### config.mk
export PLATFORM = sky130hd
export DESIGN_NAME = csi_index_chunk_emitter
export DESIGN_NICKNAME = d
export VERILOG_FILES = /design/src/rtl/cice_pkg.sv /design/src/rtl/cice_bin_calc.sv /design/src/rtl/csi_index_chunk_emitter.sv
export SDC_FILE = /design/constraint.sdc
export NUM_CORES = 2
export LEC_CHECK = 0
export ABC_AREA = 0
export BUFFER_PORTS_ARGS = -buffer_cell sky130_fd_sc_hd__buf_2
export CELL_PAD_IN_SITES_DETAIL_PLACEMENT = 1
export CELL_PAD_IN_SITES_GLOBAL_PLACEMENT = 1
export CORE_ASPECT_RATIO = 0.5
export CORE_UTILIZATION = 53
export CTS_CLUSTER_DIAMETER = 100
export DETAILED_ROUTE_END_ITERATION = 12
export PLACE_DENSITY_LB_ADDON = 0.1
export SYNTH_ARGS = -nofsm -noshare
export SYNTH_HDL_FRONTEND = slang
export SYNTH_SLANG_ARGS = --single-unit
### constraint.sdc
create_clock -name i_clk -period 69.4 [get_ports i_clk]
set_input_delay 20.82 -clock i_clk [delete_from_list [all_inputs] [get_ports i_clk]]
set_output_delay 20.82 -clock i_clk [all_outputs]
set_load 0.02 [all_outputs]
### src/rtl/cice_pkg.sv
package cice_pkg;

    localparam int SEQ_ID_BITS = 12;
    localparam int BASE_SHIFT  = 14;
    localparam int N_LVLS      = 8;
    localparam int POS_BITS    = BASE_SHIFT + 3 * N_LVLS;
    localparam int CNT_BITS    = 48;
    localparam int BIN_BITS    = 25;
    localparam int OFF_BITS    = 64;
    localparam int SEQ_BITS    = 12;
    localparam int MAX_CHUNKS  = 3;
    localparam int CNT_IDX_BITS = $clog2(MAX_CHUNKS + 1);

    localparam logic [BIN_BITS-1:0] PSEUDO_BIN = 25'd19173962;
    localparam logic [SEQ_BITS-1:0] SEQ_MASK =
        SEQ_BITS'((64'd1 << SEQ_ID_BITS) - 64'd1);
    localparam logic [CNT_BITS-1:0] CNT_MAX = '1;

    localparam logic REQ_RECORD = 1'b0;
    localparam logic REQ_FINISH = 1'b1;

    typedef struct packed {
        logic                      req_type;
        logic [SEQ_BITS-1:0]       seq_id;
        logic signed [39:0]        reg_start;
        logic signed [39:0]        reg_end;
        logic [OFF_BITS-1:0]       rec_offset;
    } t_in_item;

    typedef struct packed {
        logic [SEQ_BITS-1:0]       chunk_seq;
        logic [BIN_BITS-1:0]       chunk_bin;
        logic [OFF_BITS-1:0]       chunk_beg;
        logic [OFF_BITS-1:0]       chunk_end;
        logic                      last_of_run;
    } t_out_item;

    function automatic logic [BIN_BITS-1:0] bin_offset(input int lvl);
        logic [BIN_BITS-1:0] acc;
        logic [BIN_BITS-1:0] pw;
        acc = '0;
        pw  = BIN_BITS'(1);
        for (int i = 0; i < lvl; i++) begin
            acc = acc + pw;
            pw  = BIN_BITS'(pw << 3);
        end
        return acc;
    endfunction

endpackage

### src/rtl/cice_bin_calc.sv
module cice_bin_calc (
    input  logic [cice_pkg::POS_BITS-1:0] i_beg,
    input  logic [cice_pkg::POS_BITS-1:0] i_end,
    output logic [cice_pkg::BIN_BITS-1:0] o_bin
);
    import cice_pkg::*;

    always_comb begin
        o_bin = '0;
        for (int j = N_LVLS - 1; j >= 0; j--) begin
            if ((i_beg >> (BASE_SHIFT + 3 * j)) == (i_end >> (BASE_SHIFT + 3 * j))) begin
                o_bin = bin_offset(N_LVLS - j)
                      + BIN_BITS'(i_beg >> (BASE_SHIFT + 3 * j));
            end
        end
    end

endmodule

### src/rtl/csi_index_chunk_emitter.sv
// An accepted item is held in the input register, then its chunks are written
// into the three-entry chunk buffer, whose head drives the result port.
// Throughput: one chunk per cycle while i_out_stall is low; an item yields up
// to three chunks; the next item advances as the last buffered chunk is taken.
// Reset: synchronous, active low; clears all index state and empties the
// input register and chunk buffer.
module csi_index_chunk_emitter (
    input  logic                 i_clk,
    input  logic                 i_rst_n,
    input  logic                 i_in_valid,
    output logic                 o_in_stall,
    input  cice_pkg::t_in_item   i_in_item,
    output logic                 o_out_valid,
    input  logic                 i_out_stall,
    output cice_pkg::t_out_item  o_out_item
);
    import cice_pkg::*;

    logic                     r_in_valid;
    t_in_item                 r_in;

    logic                     r_prev_seq_valid;
    logic [SEQ_BITS-1:0]      r_prev_seq;
    logic                     r_prev_bin_valid;
    logic [BIN_BITS-1:0]      r_prev_bin;
    logic                     r_saved_bin_valid;
    logic [BIN_BITS-1:0]      r_saved_bin;
    logic [SEQ_BITS-1:0]      r_saved_seq;
    logic [OFF_BITS-1:0]      r_saved_offset;
    logic [OFF_BITS-1:0]      r_seq_start_offset;
    logic [CNT_BITS-1:0]      r_seq_record_count;

    t_out_item                r_buf [MAX_CHUNKS];
    logic [CNT_IDX_BITS-1:0]  r_cnt;

    t_out_item                n_buf [MAX_CHUNKS];
    logic [CNT_IDX_BITS-1:0]  n_cnt;

    logic                     out_take;
    logic                     advance;
    logic                     in_accept;

    logic [SEQ_BITS-1:0]      seq;
    logic [POS_BITS-1:0]      beg_c;
    logic [POS_BITS-1:0]      endm1_c;
    logic [BIN_BITS-1:0]      bin;
    logic                     seq_chg;
    logic                     bin_chg;
    logic [CNT_BITS-1:0]      cnt_base;
    logic [OFF_BITS-1:0]      off;
    t_out_item                ck_saved;
    t_out_item                ck_span;
    t_out_item                ck_count;

    localparam logic signed [39:0] MAX_POS = 40'(64'd1 << POS_BITS);

    assign out_take    = (r_cnt != '0) && !i_out_stall;
    assign advance     = r_in_valid && ((r_cnt == '0) ||
                         ((r_cnt == CNT_IDX_BITS'(1)) && out_take));
    assign o_in_stall  = r_in_valid && !advance;
    assign in_accept   = i_in_valid && !o_in_stall;
    assign o_out_valid = (r_cnt != '0);
    assign o_out_item  = r_buf[0];

    assign off = r_in.rec_offset;
    assign seq = r_in.seq_id & SEQ_MASK;

    always_comb begin
        if (r_in.reg_start < 40'sd0) begin
            beg_c = '0;
        end else if (r_in.reg_start > MAX_POS - 40'sd1) begin
            beg_c = '1;
        end else begin
            beg_c = r_in.reg_start[POS_BITS-1:0];
        end
        if (r_in.reg_end <= 40'sd0) begin
            endm1_c = '0;
        end else if (r_in.reg_end > MAX_POS) begin
            endm1_c = '1;
        end else begin
            endm1_c = POS_BITS'(r_in.reg_end - 40'sd1);
        end
    end

    cice_bin_calc u_bin (
        .i_beg (beg_c),
        .i_end (endm1_c),
        .o_bin (bin)
    );

    assign seq_chg  = !r_prev_seq_valid || (r_prev_seq != seq);
    assign bin_chg  = seq_chg || !r_prev_bin_valid || (r_prev_bin != bin);
    assign cnt_base = seq_chg ? '0 : r_seq_record_count;

    always_comb begin
        ck_saved = '{chunk_seq: r_saved_seq, chunk_bin: r_saved_bin,
                     chunk_beg: r_saved_offset, chunk_end: off, last_of_run: 1'b0};
        ck_span  = '{chunk_seq: r_prev_seq, chunk_bin: PSEUDO_BIN,
                     chunk_beg: r_seq_start_offset, chunk_end: off, last_of_run: 1'b0};
        ck_count = '{chunk_seq: r_prev_seq, chunk_bin: PSEUDO_BIN,
                     chunk_beg: OFF_BITS'(r_seq_record_count), chunk_end: '0,
                     last_of_run: 1'b0};
    end

    always_comb begin
        n_buf[0] = r_buf[1];
        n_buf[1] = r_buf[2];
        n_buf[2] = r_buf[2];
        n_cnt    = r_cnt;
        if (advance) begin
            n_cnt = '0;
            if (r_in.req_type == REQ_FINISH) begin
                if (r_saved_bin_valid) begin
                    n_buf[0] = ck_saved;
                    n_buf[1] = ck_span;
                    n_buf[2] = ck_count;
                    n_buf[2].last_of_run = 1'b1;
                    n_cnt = CNT_IDX_BITS'(3);
                end
            end else if (seq_chg && r_prev_seq_valid) begin
                n_buf[0] = ck_span;
                n_buf[1] = ck_count;
                n_buf[2] = ck_saved;
                if (bin_chg && r_saved_bin_valid) begin
                    n_buf[2].last_of_run = 1'b1;
                    n_cnt = CNT_IDX_BITS'(3);
                end else begin
                    n_buf[1].last_of_run = 1'b1;
                    n_cnt = CNT_IDX_BITS'(2);
                end
            end else if (bin_chg && r_saved_bin_valid) begin
                n_buf[0] = ck_saved;
                n_buf[0].last_of_run = 1'b1;
                n_cnt = CNT_IDX_BITS'(1);
            end
        end else if (out_take) begin
            n_cnt = r_cnt - CNT_IDX_BITS'(1);
        end
    end

    always_ff @(posedge i_clk) begin
        if (in_accept) begin
            r_in <= i_in_item;
        end
        if (advance || out_take) begin
            for (int k = 0; k < MAX_CHUNKS; k++) begin
                r_buf[k] <= n_buf[k];
            end
        end
    end

    always_ff @(posedge i_clk) begin
        if (!i_rst_n) begin
            r_in_valid         <= 1'b0;
            r_cnt              <= '0;
            r_prev_seq_valid   <= 1'b0;
            r_prev_seq         <= '0;
            r_prev_bin_valid   <= 1'b0;
            r_prev_bin         <= '0;
            r_saved_bin_valid  <= 1'b0;
            r_saved_bin        <= '0;
            r_saved_seq        <= '0;
            r_saved_offset     <= '0;
            r_seq_start_offset <= '0;
            r_seq_record_count <= '0;
        end else begin
            r_in_valid <= in_accept || (r_in_valid && !advance);
            r_cnt      <= n_cnt;
            if (advance) begin
                if (r_in.req_type == REQ_FINISH) begin
                    r_prev_seq_valid   <= 1'b0;
                    r_prev_seq         <= '0;
                    r_prev_bin_valid   <= 1'b0;
                    r_prev_bin         <= '0;
                    r_saved_bin_valid  <= 1'b0;
                    r_saved_bin        <= '0;
                    r_saved_seq        <= '0;
                    r_saved_offset     <= '0;
                    r_seq_start_offset <= '0;
                    r_seq_record_count <= '0;
                end else begin
                    if (seq_chg) begin
                        r_seq_start_offset <= off;
                        r_prev_seq         <= seq;
                        r_prev_seq_valid   <= 1'b1;
                    end
                    r_seq_record_count <= (cnt_base == CNT_MAX) ? cnt_base
                                        : cnt_base + CNT_BITS'(1);
                    if (bin_chg) begin
                        r_saved_offset    <= off;
                        r_saved_bin       <= bin;
                        r_prev_bin        <= bin;
                        r_saved_bin_valid <= 1'b1;
                        r_prev_bin_valid  <= 1'b1;
                        r_saved_seq       <= seq;
                    end
                end
            end
        end
    end

endmodule

Word level (Yosys, flattened, before mapping)

Memory sizes are Yosys's and may differ from the RTL's.
Index checks and enable logic that the tools add are counted.

Memory bits (writable): 498
Register bits: 387
Memories: 1
Word-level logic and storage cells: 114

Reductions and logical operators: 25
Equal/unequal tests: 12
Order comparisons: 4
Multiplexer cells: 46
$add $sub $neg: 11

Memories:

| memory | depth | bits a word | read ports | clocked after memory_dff | wr ports | RTL line                      | source |
|---|---|---|---|---|---|---|---|
| r_buf  | 3     | 166         | 3          | 0                        | 3        | csi_index_chunk_emitter.sv:33 | `t_out_item r_buf [MAX_CHUNKS];` |

Operators with widths:

| kind                                                  | number |
|---|---|
| 2-to-1 mux 498 bit                                    | 3 |
| 2-to-1 mux 166 bit                                    | 2 |
| 2-to-1 mux 332 bit                                    | 1 |
| 2-to-1 mux 64 bit                                     | 4 |
| 2-to-1 mux 25 bit                                     | 9 |
| 2-to-1 mux 38 bit                                     | 4 |
| 2-to-1 mux 48 bit                                     | 3 |
| adder 48 x 1 -> 48 bit (second input constant)        | 1 |
| == test 48 bit (second input constant)                | 1 |
| 2-to-1 mux 12 bit                                     | 4 |
| > comparator 40 x 39 -> 1 bit (second input constant) | 1 |
| > comparator 40 bit (second input constant)           | 1 |
| <= comparator 40 x 1 -> 1 bit (second input constant) | 1 |
| < comparator 40 x 1 -> 1 bit (second input constant)  | 1 |
| subtractor 38 x 2 -> 38 bit (second input constant)   | 1 |
| adder 22 x 24 -> 25 bit (first input constant)        | 1 |
| != test 25 bit                                        | 1 |
| == test 24 bit                                        | 1 |
| adder 19 x 21 -> 22 bit (first input constant)        | 1 |
| == test 21 bit                                        | 1 |
| adder 16 x 18 -> 19 bit (first input constant)        | 1 |
| == test 18 bit                                        | 1 |
| adder 13 x 15 -> 16 bit (first input constant)        | 1 |
| == test 15 bit                                        | 1 |
| 20 further kinds                                      | 52 |

Longest topological paths before layout

Word-level depth: 19
Depth in mapped cells: 26
Mapped depth without buffers: 19

Modules after synthesis

From an unflattened synthesis, not the netlist that was laid out.

Cell total of the unflattened synthesis: 3943
Area, all modules: 43978.4 µm²

By module, submodules not included:

| module                  | cells each | instances | area an instance (µm²) |
|---|---|---|---|
| csi_index_chunk_emitter | 3440       | 1         | 40660.2 |
| cice_bin_calc           | 503        | 1         | 3318.2 |

Worst setup path after synthesis

Ideal clock, no wire load.

Path kind: input to register
Start point: input port i_out_stall
End point: register r_cnt[1]
Arrival time: 46.987 ns
Setup slack: 22.169 ns
Stages: 3
Data required time: 69.156 ns
Setup time: 0.244 ns
Path through: o21ai_0 > o21ai_0 > o221a_2

Cells in the longest elaborated chain, start to end: 6
Elaborated cells between the ends (all ways): 7
Classes of those cells: mux: 1; reduce/logical: 6

Ends and longest elaborated chain:

| element                                                       | RTL line                       | source |
|---|---|---|
| start, declared                                               | csi_index_chunk_emitter.sv:14  | `input logic i_out_stall,` |
| zero test 1 bit *                                             | csi_index_chunk_emitter.sv:57  | `assign out_take = (r_cnt != '0) && !i_out_stall;` |
| logical AND 1 bit *                                           | csi_index_chunk_emitter.sv:57  |  |
| logical AND 1 bit                                             | csi_index_chunk_emitter.sv:59  | `((r_cnt == CNT_IDX_BITS'(1)) && out_take));` |
| logical OR 1 bit                                              | csi_index_chunk_emitter.sv:58  | `assign advance = r_in_valid && ((r_cnt == '0) \|\|` |
| logical AND 1 bit                                             | csi_index_chunk_emitter.sv:58  |  |
| 2-to-1 mux 2 bit / nonzero test 2 bit (equally long branches) | --                             |  |
| end signal, assigned                                          | csi_index_chunk_emitter.sv:168 | `r_cnt <= n_cnt;` |
| end, declared                                                 | csi_index_chunk_emitter.sv:34  | `logic [CNT_IDX_BITS-1:0] r_cnt;` |

Mark *: on every way between the ends. The rest lies on a longest branch, timed or not.
A chain may end at the register's enable or synchronous reset.

Worst setup path in the final report

Start point: input port i_out_stall
End point: output port o_in_stall

Cells in the longest elaborated chain, start to end: 7

Ends and longest elaborated chain:

| element           | RTL line                      | source |
|---|---|---|
| zero test 1 bit   | csi_index_chunk_emitter.sv:57 |  |
| logical AND 1 bit | csi_index_chunk_emitter.sv:57 |  |
| logical AND 1 bit | csi_index_chunk_emitter.sv:59 |  |
| logical OR 1 bit  | csi_index_chunk_emitter.sv:58 |  |
| logical AND 1 bit | csi_index_chunk_emitter.sv:58 |  |
| zero test 1 bit   | csi_index_chunk_emitter.sv:60 | `assign o_in_stall = r_in_valid && !advance;` |
| logical AND 1 bit | csi_index_chunk_emitter.sv:60 |  |
| end, declared     | csi_index_chunk_emitter.sv:11 | `output logic o_in_stall,` |

No other way between the ends.

==> metrics.md <==
| Metric | Value |
|---|---|
| Top Ports | `329` |
| CTS resizes | `0` |
| Pre-CTS setup slack | `26780 ps` |
| Grt total ovfl | `0` |
| Run status | `finished clean` |
| Setup bufs post-CTS | `0` |
| Inserted Clock Buffers | `80` |
| Clock buffer depth | `3` |
| Syn Inst Count | `4190` |
| DP Wirelength | `99.5 mm` |
| Placement row count | `75` |
| TritonCTS clock tree | `yes` |
| Starting Density | `53.8%` |
| Routed len/inst | `between 30 and 40 um` |
| Vias in the first global route | `38700` |
| Avg Inst Size Synth | `10.8 um2` |
| Initial detailed-routing violation count | `3972` |
| GPL Wtd Cong | `0.935` |
| Router iterations before antenna repair | `6` |
| Worst skew pair latency | `710 ps` |
| Critical-path cell list | `buf_2 -> inv_1 -> a21oi_1 -> and2_1 -> buf_2` |
| Worst-Margin Slew | `1260 ps` |
| Hold Vio Cnt, Final | `0` |
| Slew HR | `15.6%` |
| Post-Syn Area | `roughly 0.045 mm2` |
| Die W | `415 um` |
| Final Non-Filler Cells | `5344` |
| Yosys warnings | `0` |
| Final period utilization | `between 60 and 70%` |
| CP Class | `input pin to primary output` |
| Inst Count DP | `5196` |
| Post-route design area | `0.0492 mm2` |
| Endpoints failing setup | `0` |
| Critical Path RT | `about 49000 ps` |
| Via count | `about 37000` |
| Max-cap viol count | `0` |
| Maximum net fanout on the critical path | `3` |
| Proportion of layout cells with a drive suffix above 1 | `19.2%` |
| Crit start category | `input pin` |
| Initial antenna violation count | `0` |
| Port Buffers | `about 310` |
| Sink Count | `slightly below 900` |
| Die area | `0.0865 mm2` |
| First-pass GRT wire length | `approximately 240 mm` |
| Placed Area | `around 0.046 mm2` |
| Residual DRC | `0` |
| Most frequent CP cell | `buf_2` |
| Slew Limit Fails | `0` |
| Most used DFF post-synth | `edfxtp_1` |
| Clock Tree Root | `clkbuf_16` |
| VDD IR-drop max | `between 0.00002 and 0.000025 V` |
| Skew final | `41.8 ps` |
| Family with the most delay on the worst path | `buffers and inverters` |
| Leakage | `17.2 nW` |
| Slowest CP cell | `a21oi_1` |
| Pwr dens | `34.4 mW/mm2` |
| DIE HEIGHT | `208 um` |
| Synthesis-stage register bit count | `871` |
| Largest net degree at the start of global routing | `161` |
| H-tree lvl count | `3` |
| Commonest cells after routing, fill and taps aside | `edfxtp_1, a21oi_1, buf_2, nor2_1, nand2_1` |
| Antenna cells | `0` |
| Final ANT Viol Nets | `0` |
| Setup TNS | `0 ps` |
| Tot GR Track Use | `a little over a third` |
| F_max | `about 23 MHz` |
| CP peak stage delay | `330 ps` |
| Core Footprint | `~0.084 mm2` |
| Syn_nets | `4369` |
| Clk pin slew, worst setup/hold paths | `70 ps` |
| Async S/R FF share, synth | `0%` |
| Number of synthesized flops with an enable pin | `approximately 640` |
| Vias per std cell | `6.96` |
| Seq/Total Area, Yosys | `52.8%` |
| Area Overhead vs Synth | `8.86%` |
| WP buf/inv | `3` |
| Layout Nets | `approximately 4300` |
| Most common cell after layout, fill and taps aside | `edfxtp_1` |
| Layout fillers | `just under 9000` |
| Worst setup EP type | `primary output` |
| Minimum clock period | `42650 ps` |
| Post-layout util | `roughly 60%` |
| RSZ-0062 raised after global routing | `no` |
| Register area | `0.0239 mm2` |
| Cts hold-fix bufs | `0` |
| Final wirelength | `161 mm` |
| Netlist cell types | `105` |
| Arr. time, crit path | `around 22000 ps` |
| Multi-input logic area | `0.0184 mm2` |
| Setup ws final | `26750 ps` |
| Hold/Removal Path Class | `flop to flop` |
[registers in the layout, summed over array words and instances (netlist names), 2 cells and up]
name and flops:
r_saved_seq 12, r_buf 498, r_saved_offset 64, r_prev_seq 12
off 64, r_saved_bin 25, r_seq_record_count 48, r_seq_start_offset 64
r_cnt 2, seq 12, r_in 67
[Yosys cell counts, types with 13 or more instances]
library cell    n  share of area, %
a22o_1         93               1.8
xnor2_1        84               1.6
mux2i_1        20              0.44
mux2_4         28              0.93
nor3_1         61              0.68
o21ai_0       214               2.4
nand2_1       255               2.1
a31oi_1        37              0.51
a21oi_1       334               3.7
a31o_2         13              0.25
o311ai_0       68               1.3
inv_1         136               1.1
nor4_1         30              0.42
a311oi_1       14              0.27
buf_4         177               2.9
a32o_1         88               1.9
buf_1          37              0.31
o22ai_1        20              0.28
or2_2          13              0.18
edfxtp_1      641                43
a211oi_1       18              0.30
nor2_1        264               2.2
nand3_1        75              0.83
clkbuf_1      251               2.1
or3_1          21              0.29
and2_1         28              0.39
a221o_1        65               1.4
a21o_1         17              0.28
and3_1         85               1.2
o211ai_1       22              0.37
nand2b_1       22              0.30
buf_2          38              0.42
nand4_1        33              0.46
ha_1           18              0.50
dfxtp_1       230                10
xor2_1         32              0.62
o21ai_1        15              0.17
a22oi_1       185               3.1
mux2_2        143               3.6
[layout make-up]
class | count | share of cell area, %
clock buffers | 102 | 4.40
clock inverters | 46 | 1.24
inverters | 143 | 1.11
multi-input cells | 2667 | 37.3
flip-flops and latches | 871 | 48.5
well taps | 1116 | 2.84
repair buffers | 399 | 4.57
[cell families (layout without fill, tap and decap cells)]
logic type / Yosys count / after routing / share of synthesized area (%)
and+or+nand+nor: 973 / 973 / 10.8
adders and majority gates: 18 / 18 / 0.498
xor gates and xnor gates: 118 / 118 / 2.32
muxes: 191 / 191 / 4.94
AOI/OAI and AO/OA: 1367 / 1367 / 21.6
buffers and inverters: 652 / 690 / 7.09
DFF: 871 / 871 / 52.8
[power by group]
part | internal [W] | switching (W)
Combinational | 0.000141 | 0.000322
Clock | 0.000269 | 0.000210
Sequential | 0.000694 | 0.0000542
[final timing paths]
path	cells after the start	from	end	slack [ps]
min	1	r_buf[0][482]	r_buf[0][316]	510
min reg2reg	1	r_buf[0][482]	r_buf[0][316]	510
max reg2reg	17	r_in[78]	r_buf[0][24]	60730
max	5	i_out_stall	o_in_stall	26750
[per-stage QoR]
stage	total power (W)	hold WS (ps)
2_1_floorplan	0.00115	452
3_3_place_gp	0.00119	490
3_5_place_dp	0.00121	502
4_1_cts	0.00169	516
5_1_grt	0.00174	541
6_report	0.00169	510
[routing by layer]
layer	GRT usage, %	wire [um]	share of wire [%]
met1	47.2	64400	40
met2	60.7	77400	48
met3	5.21	12100	7.5
met4	15.9	6730	4.2
met5	0	0	0
[worst reg2reg max path: stages, from the launching register on]
cell,delay [ps]
edfxtp_1,510
nor3_2,450
nand4_2,420
o31ai_4,890
o211ai_2,310
o211a_1,350
a211o_1,490
nor2_2,520
nand3_1,890
o22ai_1,640
xor2_1,180
a211oi_1,480
o2111ai_4,180
buf_4,310
o31ai_4,790
a31oi_4,160
buf_4,440
mux2_2,440
Power figures use the tool's default switching activity.
